<file path="src/rtl/irsq_pkg.sv">
// shared constants, types and width helpers for the r-squared accumulator
package irsq_pkg;

  localparam int SAMPLE_COUNT_BITS_DEF = 20;
  localparam int PROB_FRAC_BITS_DEF    = 15;

  localparam int PROB_W        = 16;
  localparam int RSQ_W         = 18;
  localparam int STATUS_W      = 2;
  localparam int OUT_FRAC_BITS = 16;
  // quotient bits produced by the divider: two integer bits plus the fraction
  localparam int QUOT_BITS     = OUT_FRAC_BITS + 2;

  localparam logic [RSQ_W-1:0] RSQ_ONE = RSQ_W'(1 << OUT_FRAC_BITS);
  localparam logic [RSQ_W-1:0] RSQ_MAX = RSQ_W'(2 << OUT_FRAC_BITS);

  typedef enum logic [STATUS_W-1:0] {
    ST_COMPUTED     = 2'd0,
    ST_MONOMORPHIC  = 2'd1,
    ST_NO_MASS      = 2'd2,
    ST_INCONSISTENT = 2'd3
  } rsq_status_t;

  typedef enum logic [1:0] {
    MUL_SQ = 2'd0,
    MUL_NT = 2'd1,
    MUL_DV = 2'd2
  } mul_op_t;

  typedef struct packed {
    logic    take;
    logic    classify;
    logic    mul_load;
    mul_op_t mul_op;
    logic    mul_step;
    logic    mul_store;
    logic    cmp;
    logic    chk;
    logic    div_step;
    logic    div_fin;
    logic    publish;
  } irsq_cmd_t;

  typedef struct packed {
    logic special;
    logic neg;
    logic over;
  } irsq_sts_t;

  function automatic int sum_width(int scb, int pfb);
    return scb + pfb + 2;
  endfunction

  function automatic int sq_width(int scb, int pfb);
    int raw;
    raw = scb + 2 * pfb + 4;
    return (raw > 64) ? 64 : raw;
  endfunction

  // widest multiplier operand: the square sum or 2N - T2
  function automatic int mulb_width(int scb, int pfb);
    int a;
    int b;
    a = sq_width(scb, pfb);
    b = sum_width(scb, pfb) + 1;
    return (a > b) ? a : b;
  endfunction

endpackage

</file>
<file path="src/rtl/irsq_if.sv">
// sample and result channel interfaces
interface irsq_in_if;
  import irsq_pkg::*;

  logic              valid;
  logic              ready;
  logic [PROB_W-1:0] prob_hom_ref;
  logic [PROB_W-1:0] prob_het;
  logic [PROB_W-1:0] prob_hom_alt;
  logic              last_sample;

  modport source (output valid, prob_hom_ref, prob_het, prob_hom_alt, last_sample,
                  input ready);
  modport sink   (input valid, prob_hom_ref, prob_het, prob_hom_alt, last_sample,
                  output ready);
endinterface

interface irsq_out_if;
  import irsq_pkg::*;

  logic                valid;
  logic                ready;
  logic [RSQ_W-1:0]    rsq_value;
  logic [STATUS_W-1:0] rsq_status;

  modport source (output valid, rsq_value, rsq_status, input ready);
  modport sink   (input valid, rsq_value, rsq_status, output ready);
endinterface

</file>
<file path="src/rtl/irsq_datapath.sv">
// accumulators, shift-add multiplier, restoring divider and result registers
module irsq_datapath #(
  parameter int SAMPLE_COUNT_BITS = irsq_pkg::SAMPLE_COUNT_BITS_DEF,
  parameter int PROB_FRAC_BITS    = irsq_pkg::PROB_FRAC_BITS_DEF
) (
  input  logic                          clk,
  input  logic                          rst_n,
  input  irsq_pkg::irsq_cmd_t           cmd,
  output irsq_pkg::irsq_sts_t           sts,
  input  logic [irsq_pkg::PROB_W-1:0]   prob_hom_ref,
  input  logic [irsq_pkg::PROB_W-1:0]   prob_het,
  input  logic [irsq_pkg::PROB_W-1:0]   prob_hom_alt,
  output logic [irsq_pkg::RSQ_W-1:0]    rsq_value,
  output logic [irsq_pkg::STATUS_W-1:0] rsq_status
);
  import irsq_pkg::*;

  localparam int SUM_W  = sum_width(SAMPLE_COUNT_BITS, PROB_FRAC_BITS);
  localparam int SQ_W   = sq_width(SAMPLE_COUNT_BITS, PROB_FRAC_BITS);
  localparam int MULB_W = mulb_width(SAMPLE_COUNT_BITS, PROB_FRAC_BITS);
  localparam int PROD_W = SUM_W + MULB_W;
  localparam int DOS_W  = PROB_W + 2;
  localparam int DSQ_W  = 2 * DOS_W;
  localparam int REM_W  = PROD_W + PROB_FRAC_BITS + QUOT_BITS;

  // input stage
  logic             s1_valid_r;
  logic [DOS_W-1:0] s1_mass_r;
  logic [DOS_W-1:0] s1_dos_r;
  logic [DSQ_W-1:0] s1_dsq_r;
  logic [DOS_W-1:0] dos_in;
  logic [DSQ_W-1:0] dsq_in;

  // row accumulators
  logic [SUM_W-1:0] mass_r;
  logic [SUM_W-1:0] dos_r;
  logic [SQ_W-1:0]  dsq_r;

  // multiplier
  logic [PROD_W-1:0] mul_a_r;
  logic [MULB_W-1:0] mul_b_r;
  logic [PROD_W-1:0] mul_p_r;
  mul_op_t           mul_op_r;
  logic [PROD_W-1:0] p_sq_r;
  logic [PROD_W-1:0] p_nt_r;
  logic [PROD_W-1:0] p_div_r;
  logic [PROD_W-1:0] ld_a;
  logic [MULB_W-1:0] ld_b;

  // divider
  logic [REM_W-1:0]     rem_r;
  logic [REM_W-1:0]     div_r;
  logic [QUOT_BITS-1:0] q_r;
  logic [REM_W-1:0]     nt_ext;
  logic [REM_W-1:0]     sq_sh;
  logic                 rem_ge;

  // result
  logic [RSQ_W-1:0] res_value_r;
  rsq_status_t      res_status_r;
  logic [RSQ_W-1:0] out_value_r;
  rsq_status_t      out_status_r;

  // special case flags
  logic [SUM_W:0] two_n;
  logic [SUM_W:0] t2_ext;
  logic [SUM_W:0] two_n_less_t2;
  logic           n_zero;
  logic           t2_zero;
  logic           t2_eq;
  logic           t2_gt;

  assign dos_in = DOS_W'(prob_het) + (DOS_W'(prob_hom_alt) << 1);
  assign dsq_in = DSQ_W'(dos_in) * DSQ_W'(dos_in);

  assign two_n         = {mass_r, 1'b0};
  assign t2_ext        = {1'b0, dos_r};
  assign two_n_less_t2 = two_n - t2_ext;
  assign n_zero        = (mass_r == '0);
  assign t2_zero       = (dos_r == '0);
  assign t2_eq         = (t2_ext == two_n);
  assign t2_gt         = (t2_ext > two_n);

  assign nt_ext = REM_W'(p_nt_r);
  assign sq_sh  = REM_W'(p_sq_r) << PROB_FRAC_BITS;
  assign rem_ge = (rem_r >= div_r);

  assign sts.special = n_zero | t2_zero | t2_eq | t2_gt;
  assign sts.neg     = (nt_ext < sq_sh);
  assign sts.over    = (rem_r >= {div_r[REM_W-2:0], 1'b0});

  always_comb begin
    ld_a = '0;
    ld_b = '0;
    case (cmd.mul_op)
      MUL_SQ: begin
        ld_a = PROD_W'(dos_r);
        ld_b = MULB_W'(dos_r);
      end
      MUL_NT: begin
        ld_a = PROD_W'(mass_r);
        ld_b = MULB_W'(dsq_r);
      end
      MUL_DV: begin
        ld_a = PROD_W'(dos_r);
        ld_b = MULB_W'(two_n_less_t2);
      end
      default: begin
        ld_a = '0;
        ld_b = '0;
      end
    endcase
  end

  always_ff @(posedge clk) begin
    if (!rst_n) begin
      s1_valid_r <= 1'b0;
    end else begin
      s1_valid_r <= cmd.take;
    end
    if (cmd.take) begin
      s1_mass_r <= DOS_W'(prob_hom_ref) + DOS_W'(prob_het) + DOS_W'(prob_hom_alt);
      s1_dos_r  <= dos_in;
      s1_dsq_r  <= dsq_in;
    end
  end

  // sums wrap at their width
  always_ff @(posedge clk) begin
    if (!rst_n || cmd.publish) begin
      mass_r <= '0;
      dos_r  <= '0;
      dsq_r  <= '0;
    end else if (s1_valid_r) begin
      mass_r <= SUM_W'(mass_r + SUM_W'(s1_mass_r));
      dos_r  <= SUM_W'(dos_r + SUM_W'(s1_dos_r));
      dsq_r  <= SQ_W'(dsq_r + SQ_W'(s1_dsq_r));
    end
  end

  always_ff @(posedge clk) begin
    if (cmd.mul_store) begin
      case (mul_op_r)
        MUL_SQ:  p_sq_r  <= mul_p_r;
        MUL_NT:  p_nt_r  <= mul_p_r;
        MUL_DV:  p_div_r <= mul_p_r;
        default: p_div_r <= mul_p_r;
      endcase
    end
    if (cmd.mul_load) begin
      mul_a_r  <= ld_a;
      mul_b_r  <= ld_b;
      mul_p_r  <= '0;
      mul_op_r <= cmd.mul_op;
    end else if (cmd.mul_step) begin
      if (mul_b_r[0]) begin
        mul_p_r <= mul_p_r + mul_a_r;
      end
      mul_a_r <= mul_a_r << 1;
      mul_b_r <= mul_b_r >> 1;
    end
  end

  always_ff @(posedge clk) begin
    if (cmd.cmp) begin
      // numerator and divisor aligned for the top quotient bit
      rem_r <= (nt_ext - sq_sh) << (QUOT_BITS - 1);
      div_r <= REM_W'(p_div_r) << (PROB_FRAC_BITS + QUOT_BITS - 1);
      q_r   <= '0;
    end else if (cmd.div_step) begin
      if (rem_ge) begin
        rem_r <= rem_r - div_r;
      end
      div_r <= div_r >> 1;
      q_r   <= {q_r[QUOT_BITS-2:0], rem_ge};
    end
  end

  always_ff @(posedge clk) begin
    if (cmd.classify) begin
      if (n_zero) begin
        res_value_r  <= t2_zero ? RSQ_ONE : '0;
        res_status_r <= ST_NO_MASS;
      end else if (t2_zero || t2_eq) begin
        res_value_r  <= RSQ_ONE;
        res_status_r <= ST_MONOMORPHIC;
      end else begin
        res_value_r  <= '0;
        res_status_r <= t2_gt ? ST_INCONSISTENT : ST_COMPUTED;
      end
    end else if (cmd.chk) begin
      res_value_r  <= sts.over ? RSQ_MAX : '0;
      res_status_r <= ST_COMPUTED;
    end else if (cmd.div_fin) begin
      res_value_r  <= (q_r > RSQ_MAX) ? RSQ_MAX : q_r;
      res_status_r <= ST_COMPUTED;
    end
    if (cmd.publish) begin
      out_value_r  <= res_value_r;
      out_status_r <= res_status_r;
    end
  end

  assign rsq_value  = out_value_r;
  assign rsq_status = out_status_r;

endmodule

</file>
<file path="src/rtl/irsq_ctrl.sv">
// sequencer: sample intake, product sequence, divide steps and result handoff
module irsq_ctrl #(
  parameter int SAMPLE_COUNT_BITS = irsq_pkg::SAMPLE_COUNT_BITS_DEF,
  parameter int PROB_FRAC_BITS    = irsq_pkg::PROB_FRAC_BITS_DEF
) (
  input  logic                clk,
  input  logic                rst_n,
  input  logic                in_valid,
  input  logic                in_last,
  output logic                in_ready,
  output logic                out_valid,
  input  logic                out_ready,
  output irsq_pkg::irsq_cmd_t cmd,
  input  irsq_pkg::irsq_sts_t sts
);
  import irsq_pkg::*;

  localparam int MULB_W = mulb_width(SAMPLE_COUNT_BITS, PROB_FRAC_BITS);
  localparam int CNT_MAX = (MULB_W > QUOT_BITS) ? MULB_W : QUOT_BITS;
  localparam int CNT_W  = $clog2(CNT_MAX);

  typedef enum logic [3:0] {
    S_ACC,
    S_DRAIN,
    S_CLASS,
    S_MUL,
    S_MSTORE,
    S_CMP,
    S_CHK,
    S_DIV,
    S_FIN,
    S_DONE
  } state_t;

  state_t           state_r;
  logic [CNT_W-1:0] cnt_r;
  mul_op_t          op_r;
  mul_op_t          op_next;
  logic             out_valid_r;
  logic             take;
  logic             out_free;

  assign in_ready  = (state_r == S_ACC);
  assign take      = in_valid && in_ready;
  assign out_valid = out_valid_r;
  assign out_free  = !out_valid_r || out_ready;

  always_comb begin
    case (op_r)
      MUL_SQ:  op_next = MUL_NT;
      MUL_NT:  op_next = MUL_DV;
      default: op_next = MUL_DV;
    endcase
  end

  always_comb begin
    cmd = '0;
    case (state_r)
      S_ACC: cmd.take = take;
      S_CLASS: begin
        cmd.classify = 1'b1;
        cmd.mul_load = 1'b1;
        cmd.mul_op   = MUL_SQ;
      end
      S_MUL: cmd.mul_step = 1'b1;
      S_MSTORE: begin
        cmd.mul_store = 1'b1;
        cmd.mul_load  = (op_r != MUL_DV);
        cmd.mul_op    = op_next;
      end
      S_CMP:   cmd.cmp      = 1'b1;
      S_CHK:   cmd.chk      = 1'b1;
      S_DIV:   cmd.div_step = 1'b1;
      S_FIN:   cmd.div_fin  = 1'b1;
      S_DONE:  cmd.publish  = out_free;
      default: cmd = '0;
    endcase
  end

  always_ff @(posedge clk) begin
    if (!rst_n) begin
      state_r     <= S_ACC;
      cnt_r       <= '0;
      op_r        <= MUL_SQ;
      out_valid_r <= 1'b0;
    end else begin
      // a new result loads, a held one stays until taken
      out_valid_r <= (state_r == S_DONE && out_free) || (out_valid_r && !out_ready);
      case (state_r)
        S_ACC: begin
          if (take && in_last) begin
            state_r <= S_DRAIN;
          end
        end
        // last sample lands in the accumulators
        S_DRAIN: state_r <= S_CLASS;
        S_CLASS: begin
          cnt_r <= '0;
          op_r  <= MUL_SQ;
          state_r <= sts.special ? S_DONE : S_MUL;
        end
        S_MUL: begin
          if (cnt_r == CNT_W'(MULB_W - 1)) begin
            state_r <= S_MSTORE;
          end else begin
            cnt_r <= cnt_r + CNT_W'(1);
          end
        end
        S_MSTORE: begin
          cnt_r <= '0;
          if (op_r == MUL_DV) begin
            state_r <= S_CMP;
          end else begin
            op_r    <= op_next;
            state_r <= S_MUL;
          end
        end
        S_CMP: state_r <= sts.neg ? S_DONE : S_CHK;
        S_CHK: begin
          cnt_r   <= '0;
          state_r <= sts.over ? S_DONE : S_DIV;
        end
        S_DIV: begin
          if (cnt_r == CNT_W'(QUOT_BITS - 1)) begin
            state_r <= S_FIN;
          end else begin
            cnt_r <= cnt_r + CNT_W'(1);
          end
        end
        S_FIN: state_r <= S_DONE;
        S_DONE: begin
          if (out_free) begin
            state_r <= S_ACC;
          end
        end
        default: state_r <= S_ACC;
      endcase
    end
  end

endmodule

</file>
<file path="src/rtl/imputation_rsquared_accumulator.sv">
// top level: r-squared imputation quality of one row of genotype probabilities
// Samples are taken one per cycle while a row accumulates.
// After the last_sample request intake stops until the result reaches the output register;
// special rows skip the arithmetic, others run three shift-add products over the widest
// product operand (54 bits by default) and an 18-step restoring divider; negative variance
// ends after the products, a ratio above 2.0 before the divider; a held result adds stall.
// Synchronous active-low reset clears the accumulators, the sequencer and the output valid.
module imputation_rsquared_accumulator #(
  parameter int SAMPLE_COUNT_BITS = irsq_pkg::SAMPLE_COUNT_BITS_DEF,
  parameter int PROB_FRAC_BITS    = irsq_pkg::PROB_FRAC_BITS_DEF
) (
  input logic        clk,
  input logic        rst_n,
  irsq_in_if.sink    in_chan,
  irsq_out_if.source out_chan
);
  import irsq_pkg::*;

  irsq_cmd_t cmd;
  irsq_sts_t sts;

  irsq_ctrl #(
    .SAMPLE_COUNT_BITS (SAMPLE_COUNT_BITS),
    .PROB_FRAC_BITS    (PROB_FRAC_BITS)
  ) u_ctrl (
    .clk       (clk),
    .rst_n     (rst_n),
    .in_valid  (in_chan.valid),
    .in_last   (in_chan.last_sample),
    .in_ready  (in_chan.ready),
    .out_valid (out_chan.valid),
    .out_ready (out_chan.ready),
    .cmd       (cmd),
    .sts       (sts)
  );

  irsq_datapath #(
    .SAMPLE_COUNT_BITS (SAMPLE_COUNT_BITS),
    .PROB_FRAC_BITS    (PROB_FRAC_BITS)
  ) u_datapath (
    .clk          (clk),
    .rst_n        (rst_n),
    .cmd          (cmd),
    .sts          (sts),
    .prob_hom_ref (in_chan.prob_hom_ref),
    .prob_het     (in_chan.prob_het),
    .prob_hom_alt (in_chan.prob_hom_alt),
    .rsq_value    (out_chan.rsq_value),
    .rsq_status   (out_chan.rsq_status)
  );

endmodule

</file>
<file path="src/flat_wrapper.sv">
// flat-port wrapper written by rule: the top's interface ports become plain ports
module imputation_rsquared_accumulator_flat import irsq_pkg::*;
#(
  parameter int SAMPLE_COUNT_BITS = irsq_pkg::SAMPLE_COUNT_BITS_DEF,
  parameter int PROB_FRAC_BITS    = irsq_pkg::PROB_FRAC_BITS_DEF
)
  (clk, rst_n, in_chan_valid, in_chan_prob_hom_ref, in_chan_prob_het, in_chan_prob_hom_alt, in_chan_last_sample, in_chan_ready, out_chan_valid, out_chan_rsq_value, out_chan_rsq_status, out_chan_ready);
  irsq_in_if in_chan_i ();
  irsq_out_if out_chan_i ();
  input logic clk;
  input logic rst_n;
  input wire logic [$bits(in_chan_i.valid)-1:0] in_chan_valid;
  input wire logic [$bits(in_chan_i.prob_hom_ref)-1:0] in_chan_prob_hom_ref;
  input wire logic [$bits(in_chan_i.prob_het)-1:0] in_chan_prob_het;
  input wire logic [$bits(in_chan_i.prob_hom_alt)-1:0] in_chan_prob_hom_alt;
  input wire logic [$bits(in_chan_i.last_sample)-1:0] in_chan_last_sample;
  output wire logic [$bits(in_chan_i.ready)-1:0] in_chan_ready;
  output wire logic [$bits(out_chan_i.valid)-1:0] out_chan_valid;
  output wire logic [$bits(out_chan_i.rsq_value)-1:0] out_chan_rsq_value;
  output wire logic [$bits(out_chan_i.rsq_status)-1:0] out_chan_rsq_status;
  input wire logic [$bits(out_chan_i.ready)-1:0] out_chan_ready;
  assign in_chan_i.valid = in_chan_valid;
  assign in_chan_i.prob_hom_ref = in_chan_prob_hom_ref;
  assign in_chan_i.prob_het = in_chan_prob_het;
  assign in_chan_i.prob_hom_alt = in_chan_prob_hom_alt;
  assign in_chan_i.last_sample = in_chan_last_sample;
  assign in_chan_ready = in_chan_i.ready;
  assign out_chan_valid = out_chan_i.valid;
  assign out_chan_rsq_value = out_chan_i.rsq_value;
  assign out_chan_rsq_status = out_chan_i.rsq_status;
  assign out_chan_i.ready = out_chan_ready;
  imputation_rsquared_accumulator #(.SAMPLE_COUNT_BITS(SAMPLE_COUNT_BITS), .PROB_FRAC_BITS(PROB_FRAC_BITS)) u_core (.clk(clk), .rst_n(rst_n), .in_chan(in_chan_i), .out_chan(out_chan_i));
endmodule
</file>
<file path="config.mk">
export PLATFORM = sky130hd
export DESIGN_NAME = imputation_rsquared_accumulator_flat
export DESIGN_NICKNAME = d
export VERILOG_FILES = /design/src/rtl/irsq_pkg.sv /design/src/rtl/irsq_if.sv /design/src/rtl/irsq_datapath.sv /design/src/rtl/irsq_ctrl.sv /design/src/rtl/imputation_rsquared_accumulator.sv /design/src/flat_wrapper.sv
export SDC_FILE = /design/constraint.sdc
export NUM_CORES = 2
export LEC_CHECK = 0
export BUFFER_PORTS_ARGS = -buffer_cell sky130_fd_sc_hd__buf_2
export CORE_ASPECT_RATIO = 1.1
export CORE_MARGIN = 2
export CORE_UTILIZATION = 25
export CTS_CLUSTER_SIZE = 12
export DETAILED_ROUTE_END_ITERATION = 10
export PLACE_DENSITY = 0.5
export SYNTH_ARGS = -nofsm -noshare
export SYNTH_HDL_FRONTEND = slang
export SYNTH_SLANG_ARGS = --single-unit
</file>
<file path="constraint.sdc">
create_clock -name clk -period 8.2 [get_ports clk]
set_input_delay 0.41 -clock clk [delete_from_list [all_inputs] [get_ports clk]]
set_output_delay 0.41 -clock clk [all_outputs]
set_load 0.02 [all_outputs]
</file>
==> results.ini <==
[status]
status = complete, no violations

[cts]
worstSkewPairLatency_ns = 0.79
numCtsBuffers = 120
clkSlewWorstSetupHoldPaths_ns = 0.06
clockBufferDepth = 3
clock-root-buffer = clkbuf_16
cts_tree = yes
clock_sinks = 1028
cts_max_level = 3

[global_route]
grt_start_max_net_pins = 121
gr-total-overflow = 0
grt_pass1_wl_um = 366000
antenna_found_initial = 3
grt_usage_pct = 15.5
first_global_vias = 60594

[synthesis]
synthArstFlopShare_pct = 0
synth_adder_area_share_pct = 17.7
muxShareOfSynthArea_pct = 0.742
synth_top_family_by_area = compound AO/OA/AOI/OAI gates
yosysTopAreaCell = edfxtp_1
synth-edff-count = 728
syn_inst = 8049
ys_top_cells_by_area = edfxtp_1 (29%), ha_1 (11%), dfxtp_1 (8.1%), fa_1 (6.6%), a21oi_1 (4.5%)
synth_seq_area_share_pct = 37.5
synth.cell_area_mm2 = 0.0744
synth_top_area_share_pct = 29.4
synth-seq-cells = 1028
synth.avg_cell_area_um2 = 9.24
ys_warn_count = 0
synth_ff_type = edfxtp_1
synth_compound_area_share_pct = 18.6
synthSimpleGateAreaFrac_pct = 14.6
synthesis.nets = 9009
ys_types = 90
synth_xor_area_share_pct = 5.52

[critical_path]
cp_common_cell = fa_1
worstPathRequired_ns = 8.73
cp_slowest_cell = fa_1
path_class = input pin to flop
startpoint_type = input pin
crit_fanout = 6
slowest_delay_ns = 0.56
regToRegSetupSlack_ns = 2.21
worst_setup_path_end_kind = flop
worstPathArrival_ns = 8.46

[final_layout]
final_nets = 9147
synthToLayoutAreaGrowth_pct = 14.3
finalCoreUtilization_pct = 28.7
drive_gt1_share_pct = 8.15

[place]
dp_slack_ns = -1.10
place.gp.congestion = 0.926
dp.final_hpwl_um = 188000
numPortBuffers = 74

[timing]
setup_tns_ns = 0
layout_min_cycle_time_ns = 7.93
max_freq_ghz = 0.126
hold_violations = 0
slew_viol_final = 0
fin_worst_skew_ns = 0.0856
setup_viol = 0
setup_ws_ns = 0.268
relSlewSlack_pct = 24.8
finalCritPeriodShare_pct = 96.7
worstMarginPinSlew_ns = 1.12

[detailed_routing]
avgRoutedWirePerCell_um = 19.5
via_count = 60113
first_iter_violations = 4119
drtPass1Iterations = 7
antenna_left = 0
route.detailed.drc = 0
vias_per_cell = 4.92
wl_um = 239000

[die]
ioPinCount = 75
die_area_mm2 = 0.302
rows = 210
core_area_mm2 = 0.297
die_h_um = 576
start_util_pct = 25.1
die_w_um = 524

[hold_path]
hold_path.class = input pin to flop

[job]
drv_cap = 0

## flip-flops by register name, summed over array words and instances (netlist names), 4 cells and up
register and count:
u_core.u_ctrl.cnt_r 6, u_core.u_datapath.p_sq_r 91, u_core.u_ctrl.state_r 4, u_core.u_datapath.p_div_r 91, u_core.u_datapath.s1_mass_r 18, u_core.u_datapath.s1_dos_r 18
u_core.u_datapath.dos_r 37, u_core.u_datapath.rsq_value 18, u_core.u_datapath.p_nt_r 91, u_core.u_datapath.rem_r 124, u_core.u_datapath.div_r 123, u_core.u_datapath.mass_r 37
u_core.u_datapath.dsq_r 54, u_core.u_datapath.s1_dsq_r 34, u_core.u_datapath.mul_a_r 91, u_core.u_datapath.q_r 18, u_core.u_datapath.mul_b_r 54, u_core.u_datapath.res_value_r 18
u_core.u_datapath.mul_p_r 91
## per-stage QoR
step / hold slack, ns / instances / instance area [um2]
2_1_floorplan: 0.400 / 8049 / 74500
3_3_place_gp: 0.402 / 11976 / 80600
3_5_place_dp: 0.405 / 11976 / 80600
4_1_cts: 0.0569 / 12209 / 84800
5_1_grt: 0.0876 / 12218 / 85000
6_report: 0.118 / 12219 / 85000
## worst paths after layout
path                                               end                                             from  depth (start not counted)
max reg2reg      u_core.u_datapath.rem_r[17]$_DFFE_PP_            u_core.u_datapath.rem_r[31]$_DFFE_PP_                         13
min reg2reg  u_core.u_datapath.rsq_status[0]$_DFFE_PP_  u_core.u_datapath.res_status_r[0]$_SDFFCE_PP0P_                          0
min            u_core.u_datapath.s1_dos_r[0]$_DFFE_PP_                              in_chan_prob_het[0]                          1
max           u_core.u_datapath.s1_dsq_r[34]$_DFFE_PP_                          in_chan_prob_hom_alt[1]                         37
## cells in the mapped netlist, drive strengths merged, types with 59 or more instances
| master | count |
|---|---|
| o22ai | 85 |
| o21bai | 96 |
| xnor2 | 278 |
| ha | 661 |
| nor2 | 584 |
| dfxtp | 300 |
| nor3 | 111 |
| xor2 | 191 |
| a21oi | 673 |
| nor2b | 69 |
| inv | 700 |
| nand4 | 168 |
| o21ai | 521 |
| edfxtp | 728 |
| a211oi | 59 |
| a31oi | 96 |
| fa | 246 |
| nand2 | 834 |
| clkbuf | 282 |
| and3 | 63 |
| nand3 | 146 |
| and2 | 106 |
| a21o | 314 |
## cells by family after synthesis
| logic type | Yosys count |
|---|---|
| and+or+nand+nor | 2335 |
| AOI/OAI and AO/OA | 2223 |
| buffers and inverters | 1032 |
| DFF | 1028 |
| adders and majority gates | 907 |
| xor gates and xnor gates | 469 |
| muxes | 55 |
## layout by cell type, fill, tap and decap left out, drive strengths merged, types with 54 or more instances in the layout
cell,instances
nand4,168
a21oi,673
mux2i,54
nand2,834
nor4,54
or3,57
o21ai,521
and2,106
edfxtp,728
o21bai,96
a21o,314
dfxtp,300
nand3,146
clkbuf,166
a211oi,59
inv,709
buf,341
xor2,191
ha,661
nor3,111
and3,63
xnor2,278
nor2,584
o22ai,85
fa,246
nor2b,69
a31oi,96
## worst max-delay path: cells and delay by family
| kind | cells | cell delay (ns) |
|---|---|---|
| compound gates | 16 | 3.01 |
| fa+ha+maj | 8 | 3.61 |
| buf+inv | 9 | 0.92 |
| simple gates | 2 | 0.18 |
| xor+xnor | 2 | 0.28 |
## cell type report
type	count	area, um2
Antenna cell	2	5.00
Clock inverter	64	820
Clock buffer	166	3330
Tap cell	3922	4910
Timing Repair Buffer	344	2510
Sequential cell	1028	27900
Fill cell	31192	212000
Inverter	704	2650
Multi-Input combinational cell	5989	42900
## what timing repair did
action,4_1_cts,5_1_grt
endpoints found under the setup margin,5,8
setup buffers,0,8
hold buffers,3,0
pin swaps,1,39
resized for setup,6,41
endpoints found under the hold margin,6,0
## routing by layer
metal	global-route usage, %	vias up	routed length, um
li1	-	29073	-
met1	19.7	29337	105000
met2	26.9	1380	115000
met3	1.58	323	9070
met4	5.82	0	9570
met5	0	-	0
Power is not shown: default switching activity piles up to over one toggle a cycle in this logic, so the estimate is an artifact.
